`src/design/pst_pkg.sv`:
```
// ---------------------------------------------------------------------------
// pst_pkg
// Shared types, codes and constants for the pump step-test PI autotuner.
// ---------------------------------------------------------------------------
package pst_pkg;

  localparam int PWM_BITS_DEF      = 8;
  localparam int PRESSURE_BITS_DEF = 14;
  localparam int DIV_W             = 64;
  localparam int SUM_W             = 36;
  localparam int CFG_IDX_W         = 3;
  localparam int CFG_DATA_W        = 16;

  localparam logic [63:0] TAU_NUM = 64'd63212;
  localparam logic [63:0] TAU_DEN = 64'd100000;

  // 63212/100000 = 15803/25000; divide by 25000 through a reciprocal multiply
  localparam logic [31:0] TGT_MUL   = 32'd15803;
  localparam logic [31:0] TGT_RND   = 32'd24999;
  localparam logic [63:0] TGT_RECIP = 64'd703687442;
  localparam int          TGT_SHIFT = 44;

  localparam logic [8:0] WAIT_SHORT = 9'd5;
  localparam logic [8:0] WAIT_MID   = 9'd100;
  localparam logic [8:0] WAIT_LONG  = 9'd500;

  localparam logic [1:0] CMD_SAMPLE = 2'd0;
  localparam logic [1:0] CMD_START  = 2'd1;
  localparam logic [1:0] CMD_CANCEL = 2'd2;
  localparam logic [1:0] CMD_QUERY  = 2'd3;

  localparam logic [3:0] ST_RUN       = 4'd0;
  localparam logic [3:0] ST_IDLE      = 4'd1;
  localparam logic [3:0] ST_DONE      = 4'd2;
  localparam logic [3:0] ST_CANCEL    = 4'd3;
  localparam logic [3:0] ST_VENT_TMO  = 4'd4;
  localparam logic [3:0] ST_NO_RISE   = 4'd5;
  localparam logic [3:0] ST_ZERO_MAX  = 4'd6;
  localparam logic [3:0] ST_RISE_TMO  = 4'd7;
  localparam logic [3:0] ST_BAD_GAINS = 4'd8;

  localparam logic [CFG_IDX_W-1:0] CFG_PWM_FLOOR   = 3'd0;
  localparam logic [CFG_IDX_W-1:0] CFG_PWM_CEILING = 3'd1;
  localparam logic [CFG_IDX_W-1:0] CFG_NOISE       = 3'd2;
  localparam logic [CFG_IDX_W-1:0] CFG_TIMEOUT     = 3'd3;
  localparam logic [CFG_IDX_W-1:0] CFG_STEADY      = 3'd4;
  localparam logic [CFG_IDX_W-1:0] CFG_AVG_RUNS    = 3'd5;
  localparam logic [CFG_IDX_W-1:0] CFG_LAMBDA      = 3'd6;

  typedef enum logic [2:0] {
    PH_IDLE   = 3'd0,
    PH_VENT   = 3'd1,
    PH_RAMP   = 3'd2,
    PH_STEADY = 3'd3,
    PH_VENT2  = 3'd4,
    PH_RISE   = 3'd5
  } phase_t;

  typedef enum logic [2:0] {
    DV_TGT,
    DV_KP,
    DV_KI,
    DV_AVK,
    DV_AVI
  } div_sel_t;

  typedef enum logic [3:0] {
    C_IDLE, C_EVAL, C_TGT, C_TGT_W, C_MUL1, C_MUL2, C_KP, C_KP_W,
    C_KI, C_KI_W, C_FIN, C_AVK, C_AVK_W, C_AVI, C_AVI_W, C_DONE
  } ctrl_state_t;

  typedef struct packed {
    logic     load;
    logic     eval;
    logic     tgt_mul;
    logic     mul1;
    logic     mul2;
    logic     div_go;
    logic     div_take;
    div_sel_t div_sel;
    logic     fin;
    logic     out_load;
  } dp_cmd_t;

  typedef struct packed {
    logic need_tgt;
    logic need_gain;
    logic need_avg;
    logic div_done;
  } dp_stat_t;

  function automatic logic [31:0] sat32(input logic [63:0] v);
    sat32 = (v[63:32] != 32'd0) ? 32'hFFFF_FFFF : v[31:0];
  endfunction

endpackage

```
`src/design/pst_ctrl.sv`:
```
// ---------------------------------------------------------------------------
// pst_ctrl
// Sequencer: accepts an item, steps the datapath, hands off the result.
// ---------------------------------------------------------------------------
module pst_ctrl import pst_pkg::*; (
  input  logic     clk,
  input  logic     rst,
  input  logic     in_valid,
  output logic     in_ready,
  output logic     out_valid,
  input  logic     out_ready,
  output dp_cmd_t  cmd,
  input  dp_stat_t stat
);

  ctrl_state_t state, state_next;

  always_ff @(posedge clk) begin
    if (rst) begin
      state     <= C_IDLE;
      out_valid <= 1'b0;
    end else begin
      state <= state_next;
      if (cmd.out_load) begin
        out_valid <= 1'b1;
      end else if (out_ready) begin
        out_valid <= 1'b0;
      end
    end
  end

  always_comb begin
    state_next = state;
    in_ready   = 1'b0;
    cmd        = '0;
    cmd.div_sel = DV_TGT;
    unique case (state)
      C_IDLE: begin
        in_ready = 1'b1;
        if (in_valid) begin
          cmd.load   = 1'b1;
          state_next = C_EVAL;
        end
      end
      C_EVAL: begin
        cmd.eval = 1'b1;
        if (stat.need_tgt) begin
          state_next = C_TGT;
        end else if (stat.need_gain) begin
          state_next = C_MUL1;
        end else begin
          state_next = C_DONE;
        end
      end
      C_TGT: begin
        cmd.tgt_mul = 1'b1;
        state_next  = C_TGT_W;
      end
      C_TGT_W: begin
        cmd.div_take = 1'b1;
        state_next   = C_DONE;
      end
      C_MUL1: begin
        cmd.mul1   = 1'b1;
        state_next = C_MUL2;
      end
      C_MUL2: begin
        cmd.mul2   = 1'b1;
        state_next = C_KP;
      end
      C_KP: begin
        cmd.div_sel = DV_KP;
        cmd.div_go  = 1'b1;
        state_next  = C_KP_W;
      end
      C_KP_W: begin
        cmd.div_sel = DV_KP;
        if (stat.div_done) begin
          cmd.div_take = 1'b1;
          state_next   = C_KI;
        end
      end
      C_KI: begin
        cmd.div_sel = DV_KI;
        cmd.div_go  = 1'b1;
        state_next  = C_KI_W;
      end
      C_KI_W: begin
        cmd.div_sel = DV_KI;
        if (stat.div_done) begin
          cmd.div_take = 1'b1;
          state_next   = C_FIN;
        end
      end
      C_FIN: begin
        cmd.fin    = 1'b1;
        state_next = stat.need_avg ? C_AVK : C_DONE;
      end
      C_AVK: begin
        cmd.div_sel = DV_AVK;
        cmd.div_go  = 1'b1;
        state_next  = C_AVK_W;
      end
      C_AVK_W: begin
        cmd.div_sel = DV_AVK;
        if (stat.div_done) begin
          cmd.div_take = 1'b1;
          state_next   = C_AVI;
        end
      end
      C_AVI: begin
        cmd.div_sel = DV_AVI;
        cmd.div_go  = 1'b1;
        state_next  = C_AVI_W;
      end
      C_AVI_W: begin
        cmd.div_sel = DV_AVI;
        if (stat.div_done) begin
          cmd.div_take = 1'b1;
          state_next   = C_DONE;
        end
      end
      C_DONE: begin
        if (!out_valid || out_ready) begin
          cmd.out_load = 1'b1;
          state_next   = C_IDLE;
        end
      end
      default: state_next = C_IDLE;
    endcase
  end

`ifndef ASSERT_OFF
  a_eval_after_accept: assert property (@(posedge clk) disable iff (rst)
    (state == C_EVAL) |-> $past(state == C_IDLE))
    else $error("eval not preceded by accept");

  a_done_in_wait: assert property (@(posedge clk) disable iff (rst)
    stat.div_done |-> (state == C_KP_W || state == C_KI_W ||
                       state == C_AVK_W || state == C_AVI_W))
    else $error("divider finished outside a wait state");

  a_div_latency: assert property (@(posedge clk) disable iff (rst)
    cmd.div_go |=> !stat.div_done)
    else $error("divider done one cycle after start");
`endif

endmodule
```
`config.mk`:
```
export PLATFORM = sky130hd
export DESIGN_NAME = pst_ctrl
export DESIGN_NICKNAME = d
export VERILOG_FILES = /design/src/design/pst_pkg.sv /design/src/design/pst_ctrl.sv
export SDC_FILE = /design/constraint.sdc
export NUM_CORES = 1
export LEC_CHECK = 0
export BUFFER_PORTS_ARGS = -buffer_cell sky130_fd_sc_hd__buf_2
export CAP_MARGIN = 20
export CORE_ASPECT_RATIO = 1.1
export CORE_MARGIN = 1.5
export CORE_UTILIZATION = 35
export CTS_CLUSTER_DIAMETER = 30
export DETAILED_ROUTE_END_ITERATION = 8
export GPL_TIMING_DRIVEN = 0
export PLACE_DENSITY = 0.65
export SETUP_SLACK_MARGIN = 0.2
export SLEW_MARGIN = 30
export SYNTH_ARGS = -nofsm -noshare
export SYNTH_HDL_FRONTEND = slang
export SYNTH_SLANG_ARGS = --single-unit
```
`constraint.sdc`:
```
create_clock -name clk -period 2.08 [get_ports clk]
set_input_delay 0.312 -clock clk [delete_from_list [all_inputs] [get_ports clk]]
set_output_delay 0.312 -clock clk [all_outputs]
set_load 0.05 [all_outputs]
```
# == After elaboration in Yosys (flattened, before gate mapping) ==
# Index checks and enable logic that the tools add are counted.
# totals
ff_bits,5
input_bits,8
out_inout_bits,14
elab_cells,60
# op_classes
eq_ne,21
mux,26
n_reduce_logical,11
# ops
cell,count
$pmux 4 s16,1
$eq 4x4->1 const B,8
$mux 4,8
$eq 4x3->1 const B,4
$mux 1,14
$ne 2x2->1 const B,6
$pmux 3 s4,1
$eq 4x2->1 const B,2
$reduce_or 2->1,4
$reduce_or 4->1,2
$reduce_and 6->1,1
$eq 4x1->1 const B,1
$logic_not 4->1,1
$mux 3,1
$pmux 1 s2,1
$reduce_bool 2->1,1
$logic_not 1->1,1
$logic_or 1x1->1,1

# == Longest topological paths before layout ==
# logic_depth
depth_word,5
mapped_depth,6
ltp_nobuf,4

# == Worst setup path after synthesis ==
# No wires, ideal clock.
# synth_path
path_type,register to output
startpoint,register state[0]
endpoint,output cmd[6] in the netlist's numbering
arrival_time_ns,1.965
required_time_ns,1.768
setup_slack_ns,-0.197
stages_incl_launch_ff,6
path_buffers,2
cell_sequence,dfxtp_1 > buf_2 > buf_1 > nor2_1 > a21oi_1 > o21ai_0
# synth_rtl
item,line_no,rtl
"start, declared",pst_ctrl.sv:16,"ctrl_state_t state, state_next;"
"start signal, assigned",pst_ctrl.sv:23,state <= state_next;
"end, declared",pst_ctrl.sv:12,"output dp_cmd_t cmd,"

==> flow_metrics.env <==
export IMPL_hold_end="out_valid"
export IMPL_num_io_pins=22
export IMPL_drt_iter0_drc=19
export IMPL_drc=0
export IMPL_power_frac_seq_pct=11.8
export IMPL_postRouteAntennaNets=0
export IMPL_tns_ns=0
export IMPL_antenna_found_initial=0
export IMPL_drive_above_1_share_pct=42.9
export IMPL_layout_common_cells="18 x buf_2, 8 x nor2_1, 6 x buf_4, 6 x nand2_1"
export IMPL_setup_viol=0
export IMPL_maxSlewHeadroom_pct=74.1
export IMPL_path_buf_inv=3
export IMPL_die_area_sq_mm=0.00190
export IMPL_track_usage_pct=15.8
export IMPL_cts_buffer_depth=2
export IMPL_clock_skew_ns=0.00324
export IMPL_grt_pass1_wl_um=2330
export IMPL_dp_hpwl_um=1090
export IMPL_ctsHoldBuffers=0
export IMPL_grt_overflow_total=0
export IMPL_clkSinkCount=5
export IMPL_p_sw_uw=820
export IMPL_via_per_inst=5.61
export IMPL_r2r_slack_ns=0.38
export IMPL_io_buffers=21
export IMPL_r2r_start="state[2]"
export IMPL_root_buffer="clkbuf_4"
export IMPL_synth_yosys_warnings=0
export IMPL_report_final_slew_viol_count=0
export IMPL_cts_made_buffers=3
export IMPL_seq_area_frac_synth_pct=17.4
export IMPL_cts_tree="built"
export IMPL_clock_latency_ns=0.24
export IMPL_worst_pin_slew_ns=0.379
export IMPL_synth_area_sq_um=576
export IMPL_die_x_um=41.7
export IMPL_p_int_uw=641
export IMPL_holdPathStages=2
export IMPL_detail_route_first_pass_iterations=4
export IMPL_async_flop_share_pct=0
export IMPL_worst_ep_arrival_time_ns=1.54
export IMPL_clkSlewWorstSetupHoldPaths_ns=0.04
export IMPL_layout_nets=114
export IMPL_rsz0062_at_grt="yes"
export IMPL_min_from="rst"
export IMPL_ir_drop_v=0.000792
export IMPL_startpoint_type="flip-flop"
export IMPL_p_leak_uw=0.000338
export IMPL_totalWireLength_um=1490
export IMPL_required_ns=1.77
export IMPL_synthFlopType="dfxtp_1"
export IMPL_n_antenna_cell=0
export IMPL_crit_reg2reg_capture="state[0]"
export IMPL_clkPwrFrac_pct=7.5
export IMPL_cts_max_level=1
export IMPL_finalPower_uw=1460
export IMPL_start_util_pct=36.9
export IMPL_crit_type="flip-flop to output pin"
export IMPL_syn_nets=87
export IMPL_syn_avg_cell_area_sq_um=7.29
export IMPL_power_frac_comb_pct=80.8
export IMPL_grt_max_degree=11
export IMPL_timing_fmax_mhz=541
export IMPL_avgRoutedWirePerCell_um=12.2
export IMPL_swShare_pct=56.1
export IMPL_timing_final_crit_share_pct=88.9
export IMPL_status="complete, no violations"
export IMPL_die_h_um=45.5
export IMPL_powerDensity_mw_per_mm2=1810
export IMPL_min_period_ns=1.85
export IMPL_max_stage_delay_ns=0.50
export IMPL_grt_pass1_vias=540
export IMPL_ys_ff_latch=5
export IMPL_synth_edf_count=0
export IMPL_area_delta_synth_final_pct=40.4
export IMPL_hold_class="input port to flip-flop"
export IMPL_slowest_stage="or4_4"
export IMPL_cp_end_kind="output pin"
export IMPL_reg2reg_depth=6
export IMPL_layout_commonest_cell="buf_2"
export IMPL_syn_instance_count=79
export IMPL_yosys_cell_types_count=36
export IMPL_vias=684
export IMPL_path_cells="buf_6, or4_4, clkinvlp_4, and2_2, buf_8"
export IMPL_drv_cap=0
export IMPL_rows=15
export IMPL_gp_congestion=0.761
export IMPL_coreArea_sq_mm=0.00156
export IMPL_hold_viol_final=0
export IMPL_cp_max_fo=10
export IMPL_crit_family="simple AND/OR/NAND/NOR gates"
-- worst max-delay path by stage --
| stage | start | end | slack, ns | cells after the start |
|---|---|---|---|---|
| after floorplan | state[0] | cmd[6] | 0.14 | 5 |
| after global placement | state[1] | cmd[5] | 0.05 | 6 |
| after detailed placement | state[1] | cmd[5] | 0.04 | 6 |
| after CTS | state[1] | cmd[5] | 0.07 | 6 |
| after global routing | state[1] | cmd[5] | 0.18 | 6 |
| final | state[2] | cmd[11] | 0.23 | 5 |
-- repair_timing --
action,4_1_cts,5_1_grt
pin swaps,1,0
endpoints found under the setup margin,11,7
setup buffers,1,0
resized for setup,12,11
-- stage by stage --
stage                     std cells  setup slack (ns)  util [%]  hold WS (ns)  instance area [sq um]
after floorplan                  79             0.142         -         0.381                    604
after global placement          117            0.0469      46.9         0.538                    731
after detailed placement        117            0.0391      46.9         0.541                    731
after CTS                       122            0.0705      50.9         0.285                    793
after global routing            122             0.182      51.9         0.286                    808
final                           122             0.232      51.9         0.295                    808
-- synth_stat cells, types with 2 or more instances --
| library cell | n | area (sq um) |
|---|---|---|
| dfxtp_1 | 5 | 100 |
| buf_2 | 2 | 10.0 |
| o21ai_1 | 2 | 10.0 |
| nand2b_1 | 3 | 18.8 |
| o211ai_1 | 4 | 30.0 |
| nand2_1 | 6 | 22.5 |
| inv_1 | 4 | 15.0 |
| nor2_1 | 9 | 33.8 |
| nor2b_1 | 3 | 18.8 |
| nand3b_1 | 2 | 15.0 |
| a21oi_1 | 3 | 15.0 |
| buf_1 | 2 | 7.51 |
| nor3_1 | 4 | 20.0 |
| o21ai_0 | 4 | 20.0 |
| o31ai_1 | 2 | 15.0 |
| xnor2_1 | 2 | 17.5 |
| nand3_1 | 2 | 10.0 |
| clkbuf_1 | 2 | 7.51 |
-- sequential cells by signal (all words and copies together), names as in the netlist --
register	cells
out_valid	1
state	4
-- area by class of cell --
cell class / count / area [sq um]
Fill cell: 153 / 749
Multi-Input combinational cell: 63 / 449
Timing Repair Buffer: 22 / 134
Sequential cell: 5 / 101
Buffer: 7 / 57.6
Clock buffer: 4 / 26.3
Tap cell: 17 / 21.3
Inverter: 4 / 18.8
-- power groups by stage --
stage	sequential [uW]	combinational (uW)	clock [uW]
after global routing	175	1260	120
after global placement	172	1050	0
final	172	1180	109
after detailed placement	170	1060	0
after floorplan	160	884	0
after CTS	168	1150	117
-- cell families after synthesis --
logic type,after synthesis,share of synthesized area [%]
flip-flops,5,17.4
XOR/XNOR,2,3.04
AO/OA/AOI/OAI,24,34.3
AND/OR/NAND/NOR,37,36.3
buffers and inverters,11,8.91
-- metal layers --
| metal | global-route usage [%] | wire [um] |
|---|---|---|
| met2 | 26.3 | 736 |
| met5 | 0 | 0 |
| met4 | 5.81 | 0 |
| met1 | 20.3 | 718 |
| met3 | 3.57 | 38 |
No activity file was read; power rests on OpenSTA's default activity.
